**src/rtl/core/hdlg_pkg.sv**
```systemverilog
// ----------------------------------------------------------------------------
// Detail level governor package
// Shared types, register indexes, level and mode codes, reset values.
// ----------------------------------------------------------------------------
`default_nettype none

package hdlg_pkg;

  localparam int unsigned CFG_IDX_W  = 4;
  localparam int unsigned CFG_DATA_W = 16;

  localparam logic [CFG_IDX_W-1:0] REG_LOD_MODE      = 4'd0;
  localparam logic [CFG_IDX_W-1:0] REG_DROP_FPS      = 4'd1;
  localparam logic [CFG_IDX_W-1:0] REG_RESTORE_FPS   = 4'd2;
  localparam logic [CFG_IDX_W-1:0] REG_DROP_COUNT    = 4'd3;
  localparam logic [CFG_IDX_W-1:0] REG_RESTORE_COUNT = 4'd4;
  localparam logic [CFG_IDX_W-1:0] REG_START_LEVEL   = 4'd5;
  localparam logic [CFG_IDX_W-1:0] REG_FULL_ZOOM     = 4'd6;
  localparam logic [CFG_IDX_W-1:0] REG_MEDIUM_ZOOM   = 4'd7;

  localparam logic [1:0] LVL_FULL   = 2'd0;
  localparam logic [1:0] LVL_MEDIUM = 2'd1;
  localparam logic [1:0] LVL_LOW    = 2'd2;

  localparam logic [1:0] MODE_AUTO = 2'd0;

  localparam logic [7:0] RUN_MAX = 8'd255;

  localparam logic [1:0]  RST_LOD_MODE      = MODE_AUTO;
  localparam logic [15:0] RST_DROP_FPS      = 16'd560;
  localparam logic [15:0] RST_RESTORE_FPS   = 16'd880;
  localparam logic [7:0]  RST_DROP_COUNT    = 8'd30;
  localparam logic [7:0]  RST_RESTORE_COUNT = 8'd90;
  localparam logic [1:0]  RST_START_LEVEL   = LVL_FULL;
  localparam logic [15:0] RST_FULL_ZOOM     = 16'd3482;
  localparam logic [15:0] RST_MEDIUM_ZOOM   = 16'd1229;

  typedef struct packed {
    logic [15:0] fps_sample;
    logic        sample_valid;
    logic [15:0] zoom_factor;
  } in_item_t;

  typedef struct packed {
    logic [1:0] effective_level;
    logic [1:0] auto_limit_level;
  } out_item_t;

  typedef struct packed {
    logic [1:0]  lod_mode;
    logic [15:0] drop_fps_threshold;
    logic [15:0] restore_fps_threshold;
    logic [7:0]  drop_sample_count;
    logic [7:0]  restore_sample_count;
    logic [1:0]  auto_start_level;
    logic [15:0] full_zoom_threshold;
    logic [15:0] medium_zoom_threshold;
  } cfg_t;

  typedef struct packed {
    logic       reload;
    logic [1:0] start_level;
  } reload_t;

  typedef struct packed {
    logic [1:0] auto_limit;
    logic [7:0] low_run;
    logic [7:0] high_run;
  } gov_state_t;

  function automatic logic [1:0] clamp_level(input logic [1:0] v);
    return (v > LVL_LOW) ? LVL_LOW : v;
  endfunction

endpackage

`default_nettype wire

```
**src/rtl/core/hdlg_cfg.sv**
```systemverilog
// ----------------------------------------------------------------------------
// Detail level governor configuration registers
// Holds the eight settings and flags a governor state reload on a write to one.
// ----------------------------------------------------------------------------
`default_nettype none

module hdlg_cfg (
  input  wire logic                          clk,
  input  wire logic                          rst,
  input  wire logic                          cfg_we,
  input  wire logic [hdlg_pkg::CFG_IDX_W-1:0]  cfg_index,
  input  wire logic [hdlg_pkg::CFG_DATA_W-1:0] cfg_data,
  output hdlg_pkg::cfg_t                     cfg,
  output hdlg_pkg::reload_t                  reload
);

  hdlg_pkg::cfg_t cfg_next;
  logic           hit;

  always_comb begin
    cfg_next = cfg;
    hit      = 1'b1;
    unique case (cfg_index)
      hdlg_pkg::REG_LOD_MODE:      cfg_next.lod_mode              = cfg_data[1:0];
      hdlg_pkg::REG_DROP_FPS:      cfg_next.drop_fps_threshold    = cfg_data;
      hdlg_pkg::REG_RESTORE_FPS:   cfg_next.restore_fps_threshold = cfg_data;
      hdlg_pkg::REG_DROP_COUNT:    cfg_next.drop_sample_count     = cfg_data[7:0];
      hdlg_pkg::REG_RESTORE_COUNT: cfg_next.restore_sample_count  = cfg_data[7:0];
      hdlg_pkg::REG_START_LEVEL:   cfg_next.auto_start_level      = cfg_data[1:0];
      hdlg_pkg::REG_FULL_ZOOM:     cfg_next.full_zoom_threshold   = cfg_data;
      hdlg_pkg::REG_MEDIUM_ZOOM:   cfg_next.medium_zoom_threshold = cfg_data;
      default:                     hit                            = 1'b0;
    endcase
  end

  assign reload.reload      = cfg_we && hit;
  assign reload.start_level = hdlg_pkg::clamp_level(cfg_next.auto_start_level);

  always_ff @(posedge clk) begin
    if (rst) begin
      cfg.lod_mode              <= hdlg_pkg::RST_LOD_MODE;
      cfg.drop_fps_threshold    <= hdlg_pkg::RST_DROP_FPS;
      cfg.restore_fps_threshold <= hdlg_pkg::RST_RESTORE_FPS;
      cfg.drop_sample_count     <= hdlg_pkg::RST_DROP_COUNT;
      cfg.restore_sample_count  <= hdlg_pkg::RST_RESTORE_COUNT;
      cfg.auto_start_level      <= hdlg_pkg::RST_START_LEVEL;
      cfg.full_zoom_threshold   <= hdlg_pkg::RST_FULL_ZOOM;
      cfg.medium_zoom_threshold <= hdlg_pkg::RST_MEDIUM_ZOOM;
    end else if (reload.reload) begin
      cfg <= cfg_next;
    end
  end

endmodule

`default_nettype wire

```
**src/rtl/core/hdlg_step.sv**
```systemverilog
// ----------------------------------------------------------------------------
// Detail level governor step logic
// Run counter hysteresis, auto limit stepping and final level selection.
// ----------------------------------------------------------------------------
`default_nettype none

module hdlg_step (
  input  wire hdlg_pkg::cfg_t       cfg,
  input  wire hdlg_pkg::gov_state_t state,
  input  wire hdlg_pkg::in_item_t   item,
  output hdlg_pkg::gov_state_t state_next,
  output hdlg_pkg::out_item_t result
);

  logic [7:0] drop_cnt;
  logic [7:0] restore_cnt;
  logic [7:0] low_run;
  logic [7:0] high_run;
  logic [1:0] limit;
  logic [1:0] zoom_level;
  logic [1:0] mode_limit;

  assign drop_cnt    = (cfg.drop_sample_count == 8'd0) ? 8'd1 : cfg.drop_sample_count;
  assign restore_cnt = (cfg.restore_sample_count == 8'd0) ? 8'd1 :
                       cfg.restore_sample_count;

  always_comb begin
    low_run  = 8'd0;
    high_run = 8'd0;
    limit    = state.auto_limit;
    if (cfg.lod_mode == hdlg_pkg::MODE_AUTO && item.sample_valid &&
        item.fps_sample != 16'd0) begin
      if (item.fps_sample < cfg.drop_fps_threshold) begin
        low_run = (state.low_run == hdlg_pkg::RUN_MAX) ? hdlg_pkg::RUN_MAX :
                  state.low_run + 8'd1;
      end else if (item.fps_sample > cfg.restore_fps_threshold) begin
        high_run = (state.high_run == hdlg_pkg::RUN_MAX) ? hdlg_pkg::RUN_MAX :
                   state.high_run + 8'd1;
      end
      if (low_run >= drop_cnt && state.auto_limit != hdlg_pkg::LVL_LOW) begin
        limit   = state.auto_limit + 2'd1;
        low_run = 8'd0;
      end else if (high_run >= restore_cnt && state.auto_limit != hdlg_pkg::LVL_FULL) begin
        limit    = state.auto_limit - 2'd1;
        high_run = 8'd0;
      end
    end
  end

  always_comb begin
    if (item.zoom_factor >= cfg.full_zoom_threshold) begin
      zoom_level = hdlg_pkg::LVL_FULL;
    end else if (item.zoom_factor >= cfg.medium_zoom_threshold) begin
      zoom_level = hdlg_pkg::LVL_MEDIUM;
    end else begin
      zoom_level = hdlg_pkg::LVL_LOW;
    end
  end

  assign mode_limit = (cfg.lod_mode == hdlg_pkg::MODE_AUTO) ? limit : cfg.lod_mode - 2'd1;

  assign state_next.auto_limit = limit;
  assign state_next.low_run    = low_run;
  assign state_next.high_run   = high_run;

  assign result.effective_level  = (zoom_level > mode_limit) ? zoom_level : mode_limit;
  assign result.auto_limit_level = limit;

endmodule

`default_nettype wire

```
**src/rtl/core/hysteresis_detail_level_governor.sv**
```systemverilog
// ----------------------------------------------------------------------------
// Hysteresis detail level governor
// Picks a detail level per frame from the rate sample, zoom and mode.
// ----------------------------------------------------------------------------
// A request is captured in the input register, and once the result register
// is free or being read, the step logic updates the run counters and auto
// limit and loads the result register. Throughput is one request per clock,
// limited only by the output side taking results. Configuration writes take
// effect on the next cycle.
`default_nettype none

module hysteresis_detail_level_governor (
  input  wire logic                          clk,
  input  wire logic                          rst,
  input  wire logic                          cfg_we,
  input  wire logic [hdlg_pkg::CFG_IDX_W-1:0]  cfg_index,
  input  wire logic [hdlg_pkg::CFG_DATA_W-1:0] cfg_data,
  input  wire logic                          in_valid,
  output logic                               in_ready,
  input  wire hdlg_pkg::in_item_t            in_data,
  output logic                               out_valid,
  input  wire logic                          out_ready,
  output hdlg_pkg::out_item_t                out_data
);

  hdlg_pkg::cfg_t      cfg;
  hdlg_pkg::reload_t   reload;
  hdlg_pkg::gov_state_t state;
  hdlg_pkg::gov_state_t state_next;
  hdlg_pkg::in_item_t  item;
  hdlg_pkg::out_item_t result;
  logic                item_valid;
  logic                advance;

  hdlg_cfg u_cfg (
    .clk       (clk),
    .rst       (rst),
    .cfg_we    (cfg_we),
    .cfg_index (cfg_index),
    .cfg_data  (cfg_data),
    .cfg       (cfg),
    .reload    (reload)
  );

  hdlg_step u_step (
    .cfg        (cfg),
    .state      (state),
    .item       (item),
    .state_next (state_next),
    .result     (result)
  );

  assign advance  = item_valid && (!out_valid || out_ready);
  assign in_ready = !item_valid || advance;

  always_ff @(posedge clk) begin
    if (rst) begin
      item_valid       <= 1'b0;
      out_valid        <= 1'b0;
      state.auto_limit <= hdlg_pkg::LVL_FULL;
      state.low_run    <= 8'd0;
      state.high_run   <= 8'd0;
    end else begin
      if (in_valid && in_ready) begin
        item_valid <= 1'b1;
        item       <= in_data;
      end else if (advance) begin
        item_valid <= 1'b0;
      end
      if (advance) begin
        out_valid <= 1'b1;
        out_data  <= result;
      end else if (out_ready) begin
        out_valid <= 1'b0;
      end
      if (reload.reload) begin
        state.auto_limit <= reload.start_level;
        state.low_run    <= 8'd0;
        state.high_run   <= 8'd0;
      end else if (advance) begin
        state <= state_next;
      end
    end
  end

  a_limit_range: assert property (@(posedge clk) disable iff (rst)
    state.auto_limit != 2'd3)
    else $error("auto limit left the level range");

  a_reload_clears: assert property (@(posedge clk) disable iff (rst)
    reload.reload |=> (state.low_run == 8'd0 && state.high_run == 8'd0))
    else $error("run counters not cleared by a configuration write");

  a_item_held: assert property (@(posedge clk) disable iff (rst)
    (item_valid && !advance) |=> (item_valid && $stable(item)))
    else $error("stalled request lost from the input register");

  a_accept_loads: assert property (@(posedge clk) disable iff (rst)
    (in_valid && in_ready) |=> item_valid)
    else $error("accepted request not captured");

  a_eff_range: assert property (@(posedge clk) disable iff (rst)
    out_valid |-> out_data.effective_level != 2'd3)
    else $error("effective level out of range");

endmodule

`default_nettype wire
```
**config.mk**
```make
export PLATFORM = sky130hd
export DESIGN_NAME = hysteresis_detail_level_governor
export DESIGN_NICKNAME = d
export VERILOG_FILES = /design/src/rtl/core/hdlg_pkg.sv /design/src/rtl/core/hdlg_cfg.sv /design/src/rtl/core/hdlg_step.sv /design/src/rtl/core/hysteresis_detail_level_governor.sv
export SDC_FILE = /design/constraint.sdc
export NUM_CORES = 1
export LEC_CHECK = 0
export BUFFER_PORTS_ARGS = -buffer_cell sky130_fd_sc_hd__buf_2
export CORE_MARGIN = 2
export CORE_UTILIZATION = 30
export DETAILED_ROUTE_END_ITERATION = 8
export PLACE_DENSITY = 0.57
export REMOVE_ABC_BUFFERS = 1
export SLEW_MARGIN = 20
export SYNTH_ARGS = -nofsm -noshare
export SYNTH_HDL_FRONTEND = slang
export SYNTH_SLANG_ARGS = --single-unit
```
**constraint.sdc**
```tcl
create_clock -name clk -period 5.8 [get_ports clk]
set_input_delay 0.58 -clock clk [delete_from_list [all_inputs] [get_ports clk]]
set_output_delay 0.58 -clock clk [all_outputs]
set_load 0.02 [all_outputs]
```
* Word level (Yosys, flattened, before mapping)
Index checks and enable logic that the tools add are counted. W data, S select, Z words.
Cells by class: add/subtract/negate cells 5, $mul 0, div/mod/pow operators 0, order comparisons 8, equal/unequal tests 10, shift-type cells 0, multiplexer cells 30, bitwise logic cells 1, reductions and logical operators 31
Operators with widths (count):
- $mux W8 | 14
- $mux W18 | 2
- $ge A16 B16 Y1 | 2
- $mux W2 | 9
- $reduce_and A2 Y1 | 9
- $add A8 B1 Y8 const B | 2
- $eq A4 B3 Y1 const B | 4
- $eq A8 B8 Y1 const B | 2
- $ge A8 B8 Y1 | 2
- $gt A16 B16 Y1 | 1
- $logic_not A8 Y1 | 2
- $lt A16 B16 Y1 | 1
- $reduce_bool A16 Y1 | 1
- $eq A4 B2 Y1 const B | 2
- $reduce_bool A2 Y1 | 4
- $reduce_or A8 Y1 | 1
- $logic_and A1 B1 Y1 | 7
- $mux W1 | 5
- $eq A4 B1 Y1 const B | 1
- $logic_not A4 Y1 | 1
- $sub A2 B1 Y2 const B | 2
- $add A2 B1 Y2 const B | 1
- $gt A2 B2 Y1 | 1
- $gt A2 B2 Y1 const B | 1
- other kinds (6) | 8
Word-level totals: flip-flop bits (word level) 141, bits in latches 0, RAM bits 0, bits in read-only memories 0, input port bits 58, logic and storage cells 103, memories kept 0

* Logic depth before layout (Yosys ltp)
Gate-level depths: netlist of the first run.
depth after elaboration 13, mapped depth 21, depth with buffers taken out 20

* Modules after synthesis
Synthesis of the first run repeated with hierarchy kept, for this count alone.
Unflattened totals: cells, all modules 875, area, all modules 8195.4 µm²
Modules (own cells, without submodules):
- hdlg_cfg | instances 1, cells an instance 335, area an instance 3403.3 µm²
- hdlg_step | instances 1, cells an instance 407, area an instance 2860.2 µm²
- hysteresis_detail_level_governor | instances 1, cells an instance 133, area an instance 1931.9 µm²

* Worst setup path after synthesis of the first run
Ideal clock, no wire load.
path type register to register, from register item[32] (netlist name), to register out_data[2] in the netlist's numbering (data pin), data arrival time 4.091 ns, slack 1.455 ns, cell stages (with the launch flop) 20, path buffers 1, period minus slack after synthesis 4.345 ns, path through edfxtp_1 ha_1 and4_1 nand4_2 a211oi_2 a2111oi_2 or3_1 buf_6 a21oi_1 ha_1 a211oi_1 o21ai_0 a21oi_1 mux2i_1 or3_1 o211a_1 ha_1 o22ai_1 nor3b_1 a21o_1
RTL lines:
- to (signal assigned) | RTL line hysteresis_detail_level_governor.sv:72 | out_data <= result;
- to (decl) | RTL line hysteresis_detail_level_governor.sv:23 | output hdlg_pkg::out_item_t out_data

==> impl_metrics.yaml, run 1 <==
die:
  start_util: 0.307
  die_height_um: 162
  die_area_um2: 26300
  rows: 57
  coreArea_um2: 24500
  io_pins: 64
  die_x_um: 162
global_routing:
  grt-ovfl-total: 0
  grt_max_degree: 61
  antenna_found_initial: 0
  grt_pass1_wl_mm: 30.6
  grt_pass1_vias: 5744
  grt_usage: 0.148
sta:
  max-slew-margin-rel: 0.432
  finalHoldViolations: 0
  min_period_ns: 5.05
  timing.setup.tns_ns: 0
  finalSetupViolations: 0
  worstMarginPinSlew_ns: 0.851
  period_share: 0.871
  clock.fmax_mhz: 198
  maxSlewViolCount: 0
  rsz0062_at_grt: "false"
  skew_ns: 0.00624
clock_tree:
  postCtsHoldBufs: 0
  clock_latency_ns: 0.42
  cts_buffer_depth: 2
  post_cts_buffers: 0
  root_buffer: "clkbuf_16"
  cts_inserted_buffers: 17
  h-tree-depth: 4
  cts_tree: "built"
  post_cts_resized: 0
  clk_pin_slew_ns: 0.06
  cts.sinks: 141
final_layout:
  utilization: 0.356
  final_area_um2: 8700
  area_growth_pct: 15.9
  layout_common_cells: "nand2_1, dfxtp_1, inv_1"
  layout_commonest_cell: "nand2_1"
  drive_above_1_share: 0.132
  fin_nets: 1043
worst_setup_path:
  reg2reg_setup_slack_ns: 0.75
  reg2regPathDepth: 18
  critPathCaptureType: "flip-flop"
  cp.required_ns: 5.97
  criticalPathCategory: "reg2reg"
  timing.rr.end: "out_data[2]$_DFFE_PP_"
  cp-start-kind: "flip-flop"
  worstReg2RegStart: "item[28]$_DFFE_PP_"
  arrival_ns: 5.23
  path_max_fanout: 8
logic_synthesis:
  yosys_warnings: 0
  async_reset_ff_frac: 0
  ys_ff_latch: 141
  synth_edf_count: 37
  ys.flop_type: "dfxtp_1"
  synth_area_um2: 7500
  netlist_instances: 842
  avgSynthCellArea_um2: 8.91
  ys_seq_area_frac: 0.425
  ys_types: 63
placed_design:
  gp_congestion: 0.847
  numPortBuffers: 63
  placed_cell_area_um2: 8160
  hpwl_mm: 13.9
power_and_ir_drop:
  peakVddDrop_v: 0.000201
  clock_power_share: 0.449
  p_int_uw: 1660
  powerDensity_nw_per_um2: 256
  combinationalPowerShare: 0.080
  netSwitchingPower_uw: 566
  swShare: 0.254
  p_leak_uw: 0.00352
  p_seq_frac: 0.472
run:
  cap_violations: 0
hold_path:
  hold_path.class: "in2reg"
  min_to: "item[13]$_DFFE_PP_"
  holdPathStages: 1
  min-delay-start: "in_data[13]"
routing:
  routed_via_density: 4.82
  vias: 5964
  drtIter0Drc: 299
  drc: 0
  wl_mm: 18.8
  drt_pre_antenna_iters: 4
  drt-wirelength-per-cell_um: 15.2
  ant_nets: 0
run_status:
  status: "completed"
==> through the flow <==
stage                     hold WS [ns]  setup slack, ns  power [µW]  instances
after detailed placement         0.447            0.829        1250       1204
after floorplan                  0.426             1.43        1170        809
after global placement           0.439            0.929        1250       1204
after CTS                        0.313            0.820        2250       1236
after global routing             0.308            0.409        2320       1236
final                            0.328            0.747        2230       1238
==> power by group through the flow <==
stage	clock network, µW	logic, µW	registers, µW
3_3_place_gp	0	175	1070
6_report	999	178	1050
5_1_grt	1070	201	1050
3_5_place_dp	0	177	1070
2_1_floorplan	0	98.6	1070
4_1_cts	1020	178	1050
==> routing by layer <==
metal,wire (µm),track usage
met5,0,0
met2,8670,0.244
met4,208,0.0382
met3,671,0.0283
met1,9210,0.200
==> flip-flops by register name, indices dropped and copies added, names as in the netlist <==
| name | cells |
|---|---|
| item | 33 |
| item_valid | 1 |
| out_data | 4 |
| out_valid | 1 |
| state | 18 |
| u_cfg.cfg | 84 |
==> logic make-up (layout without fill, tap and decap cells) <==
group,count (synthesis),in the layout,synth area share
and+or+nand+nor,280,280,0.172
muxes,13,13,0.0173
adders and majority gates,86,86,0.143
buffers and inverters,122,192,0.0634
AOI/OAI and AO/OA,192,192,0.169
other,0,2,0
DFF,141,141,0.425
xor gates and xnor gates,8,8,0.00934
==> synth_stat cells, drive strengths merged (6+ instances only) <==
cell type,instances,area (µm²)
nand2,151,567
dfxtp,104,2080
inv,89,334
ha,86,1080
a21oi,77,385
nor2,42,158
edfxtp,37,1110
o211ai,32,240
clkbuf,24,90.1
o21ai,20,115
nor3,19,118
mux2i,13,130
a22o,12,105
a211oi,11,87.6
nand3,11,55.1
buf,9,51.3
nor4,8,56.3
nand2b,7,43.8
nand4,7,50.1
nor2b,7,43.8
a31oi,6,37.5
xnor2,6,52.6
==> worst max path at each step <==
stage	depth (start not counted)	start	end	slack [ns]
finish	18	item[28]$_DFFE_PP_	out_data[2]$_DFFE_PP_	0.75
global placement	18	item[28]$_DFFE_PP_	out_data[2]$_DFFE_PP_	0.93
detailed placement	18	item[26]$_DFFE_PP_	out_data[2]$_DFFE_PP_	0.83
global route	18	item[28]$_DFFE_PP_	out_data[2]$_DFFE_PP_	0.41
CTS	18	item[28]$_DFFE_PP_	out_data[2]$_DFFE_PP_	0.82
floorplan	18	item[26]$_DFFE_PP_	out_data[2]$_DFFE_PP_	1.43
==> worst max-delay path, cell delays in order (launching register included) <==
cell and delay, ns:
edfxtp_1 0.42, ha_1 0.33, and2_0 0.21, a221o_1 0.30, o2bb2ai_1 0.13, a2111oi_2 0.43, or3_1 0.38, a21oi_1 0.08
ha_1 0.32, a211oi_1 0.22, o21ai_0 0.12, a21oi_1 0.43, mux2i_1 0.17, or3_1 0.33, o211a_1 0.16, ha_1 0.29
o22ai_1 0.22, nor3b_1 0.09, a21o_1 0.19
==> area by class of cell <==
type                            instances  area (µm²)
Clock inverter                         13        92.6
Sequential cell                       141        3190
Multi-Input combinational cell        579        3850
Inverter                               89         334
Fill cell                            2529       15800
Tap cell                              324         405
Antenna cell                            2        5.00
Timing Repair Buffer                   71         375
Clock buffer                           19         443
Power figures use the tool's default switching activity.
==> inputs of run 2 (changes only) <==
--- a/config.mk
+++ b/config.mk
@@ -5,6 +5,7 @@
 export SDC_FILE = /design/constraint.sdc
 export NUM_CORES = 1
 export LEC_CHECK = 0
+export ABC_AREA = 1
 export BUFFER_PORTS_ARGS = -buffer_cell sky130_fd_sc_hd__buf_2
 export CORE_MARGIN = 2
 export CORE_UTILIZATION = 30
==> run 2 against run 1 <==
  * Setup slack better by 0.80 ns
  * Area after synthesis up 1.0%
  * Design area up 1.8%
  * Utilization down 0.088 points
  * Final cell count up 9.0%
  * Sequential share of layout area down 0.65 points
  * Clock-buffer cell count unchanged
==> impl_metrics.yaml, run 2 <==
worst_setup_path:
  cpMostUsedCell: "nand2_1"
  reg2reg_setup_slack_ns: 1.55
  arrival_ns: 4.43
  cp-start-kind: "flip-flop"
  timing.rr.end: "out_data[2]$_DFFE_PP_"
  critPathBufInv: 3
  path_delay_family: "simple AND/OR/NAND/NOR gates"
  reg2regPathDepth: 28
  slowest_delay_ns: 0.66
  cp.required_ns: 5.98
  criticalPathCategory: "reg2reg"
  worstReg2RegStart: "item[28]$_DFFE_PP_"
  worst-path-stages: 28
  critPathCaptureType: "flip-flop"
  path_max_fanout: 16
  critPathSlowestCell: "a21oi_4"
routing:
  drt_pre_antenna_iters: 4
  drc: 0
  wl_mm: 17.9
  vias: 6079
  drtIter0Drc: 288
  ant_nets: 0
  drt-wirelength-per-cell_um: 13.2
  routed_via_density: 4.51
final_layout:
  area_growth_pct: 16.8
  layout_commonest_cell: "nand2_1"
  drive_above_1_share: 0.115
  largest_register: "u_cfg.cfg"
  largest_reg_flops: 84
  utilization: 0.355
  diodes: 0
  fin_nets: 1150
  layout_common_cells: "nand2_1, inv_1, a21oi_1"
  reg_top3: "u_cfg.cfg x84, item x33, state x18"
  fin_cells: 1349
  nFillCells: 2671
sta:
  worstMarginPinSlew_ns: 0.844
  skew_ns: 0.00879
  finalHoldViolations: 0
  max-slew-margin-rel: 0.435
  finalSetupViolations: 0
  fin_ws_ns: 1.55
  rsz0062_at_grt: "false"
  maxSlewViolCount: 0
  min_period_ns: 4.25
  clock.fmax_mhz: 235
  period_share: 0.733
  hold_ws_ns: 0.322
  timing.setup.tns_ns: 0
power_and_ir_drop:
  powerDensity_nw_per_um2: 276
  netSwitchingPower_uw: 572
  swShare: 0.234
  p_int_uw: 1870
  p_leak_uw: 0.00394
  combinationalPowerShare: 0.078
  clock_power_share: 0.492
  peakVddDrop_v: 0.000202
  p_seq_frac: 0.430
run:
  cap_violations: 0
clock_tree:
  root_buffer: "clkbuf_16"
  h-tree-depth: 4
  postCtsHoldBufs: 0
  post_cts_resized: 0
  clk_pin_slew_ns: 0.06
  cts_buffer_depth: 2
  cts_tree: "built"
  post_cts_buffers: 0
  cts.sinks: 141
  clock_latency_ns: 0.43
  cts_inserted_buffers: 17
hold_path:
  holdPathStages: 1
  min_to: "item[32]$_DFFE_PP_"
  min-delay-start: "in_data[32]"
  hold_path.class: "in2reg"
global_routing:
  grt_pass1_wl_mm: 29.6
  antenna_found_initial: 0
  grt-ovfl-total: 0
  grt_pass1_vias: 5941
  grt_usage: 0.143
  grt_max_degree: 69
die:
  die_x_um: 163
  coreArea_um2: 25000
  die_area_um2: 26600
  io_pins: 64
  start_util: 0.304
  die_height_um: 163
  rows: 58
placed_design:
  dp.cells: 1317
  pre_cts_ws_ns: 1.59
  numPortBuffers: 63
  gp_congestion: 0.837
  hpwl_mm: 13.2
logic_synthesis:
  yosys_warnings: 0
  synth_area_um2: 7580
  ys_ff_latch: 141
  synthTopCellsByArea: "dfxtp_1, edfxtp_1, ha_1, a21oi_1, nand2_1"
  avgSynthCellArea_um2: 8.01
  synth_edf_count: 37
  yosysTopAreaCell: "dfxtp_1"
  yosys-top-cells-count: "nand2_1, inv_1, a21oi_1, dfxtp_1, o21ai_0"
  ys_types: 36
  netlist_instances: 947
  ys.flop_type: "dfxtp_1"
  async_reset_ff_frac: 0
  synth_top_cell_area_share: 0.275
  yosysMostFrequentCell: "nand2_1"
  ys_seq_area_frac: 0.421
run_status:
  status: "completed"
## run 2: power by group through the flow
stage / combinational, µW / sequential, µW / clock, µW
6_report: 190 / 1050 / 1200
5_1_grt: 222 / 1050 / 1260
4_1_cts: 193 / 1050 / 1220
3_5_place_dp: 191 / 1070 / 0
3_3_place_gp: 188 / 1070 / 0
2_1_floorplan: 117 / 1070 / 0
## run 2: worst max path at each step
stage               slack (ns)                    end               start
CTS                       1.56  out_data[2]$_DFFE_PP_  item[28]$_DFFE_PP_
floorplan                 2.02  out_data[2]$_DFFE_PP_  item[28]$_DFFE_PP_
detailed placement        1.59  out_data[2]$_DFFE_PP_  item[28]$_DFFE_PP_
global placement          1.66  out_data[2]$_DFFE_PP_  item[28]$_DFFE_PP_
finish                    1.55  out_data[2]$_DFFE_PP_  item[28]$_DFFE_PP_
global route              1.07  out_data[2]$_DFFE_PP_  item[28]$_DFFE_PP_
## run 2: final cells by class
type,instances,area [µm²],share of cell area
Timing Repair Buffer,65,330,0.0373
Inverter,160,601,0.0678
Multi-Input combinational cell,621,3670,0.414
Sequential cell,141,3190,0.361
Tap cell,330,413,0.0466
Clock inverter,13,215,0.0243
Clock buffer,19,433,0.0489
## run 2: metal layers
layer | track usage | vias up | wire length [µm]
met1 | 0.184 | 2716 | 8750
met5 | 0 | - | 0
met3 | 0.0298 | 19 | 524
li1 | - | 3261 | -
met4 | 0.0366 | 0 | 204
met2 | 0.244 | 83 | 8380
## run 2: stage by stage
step                      power [µW]  area [µm²]
after floorplan                 1190        7460
after global placement          1260        8210
after detailed placement        1260        8210
after CTS                       2460        8850
after global routing            2540        8850
final                           2440        8850
## run 2: worst reg2reg max path, delay by kind of cell, from the launching register on
| family | cells | cell delay (ns) |
|---|---|---|
| AOI/OAI and AO/OA | 4 | 0.96 |
| adders and majority gates | 3 | 0.80 |
| buffers and inverters | 3 | 0.20 |
| DFF | 1 | 0.41 |
| and+or+nand+nor | 18 | 1.62 |
## run 2: cell families after synthesis
family / synth area share
buffers and inverters: 0.0949
AO/OA/AOI/OAI: 0.175
adder cells (fa/ha/maj): 0.142
flip-flops: 0.421
XOR/XNOR: 0.00116
AND/OR/NAND/NOR: 0.166
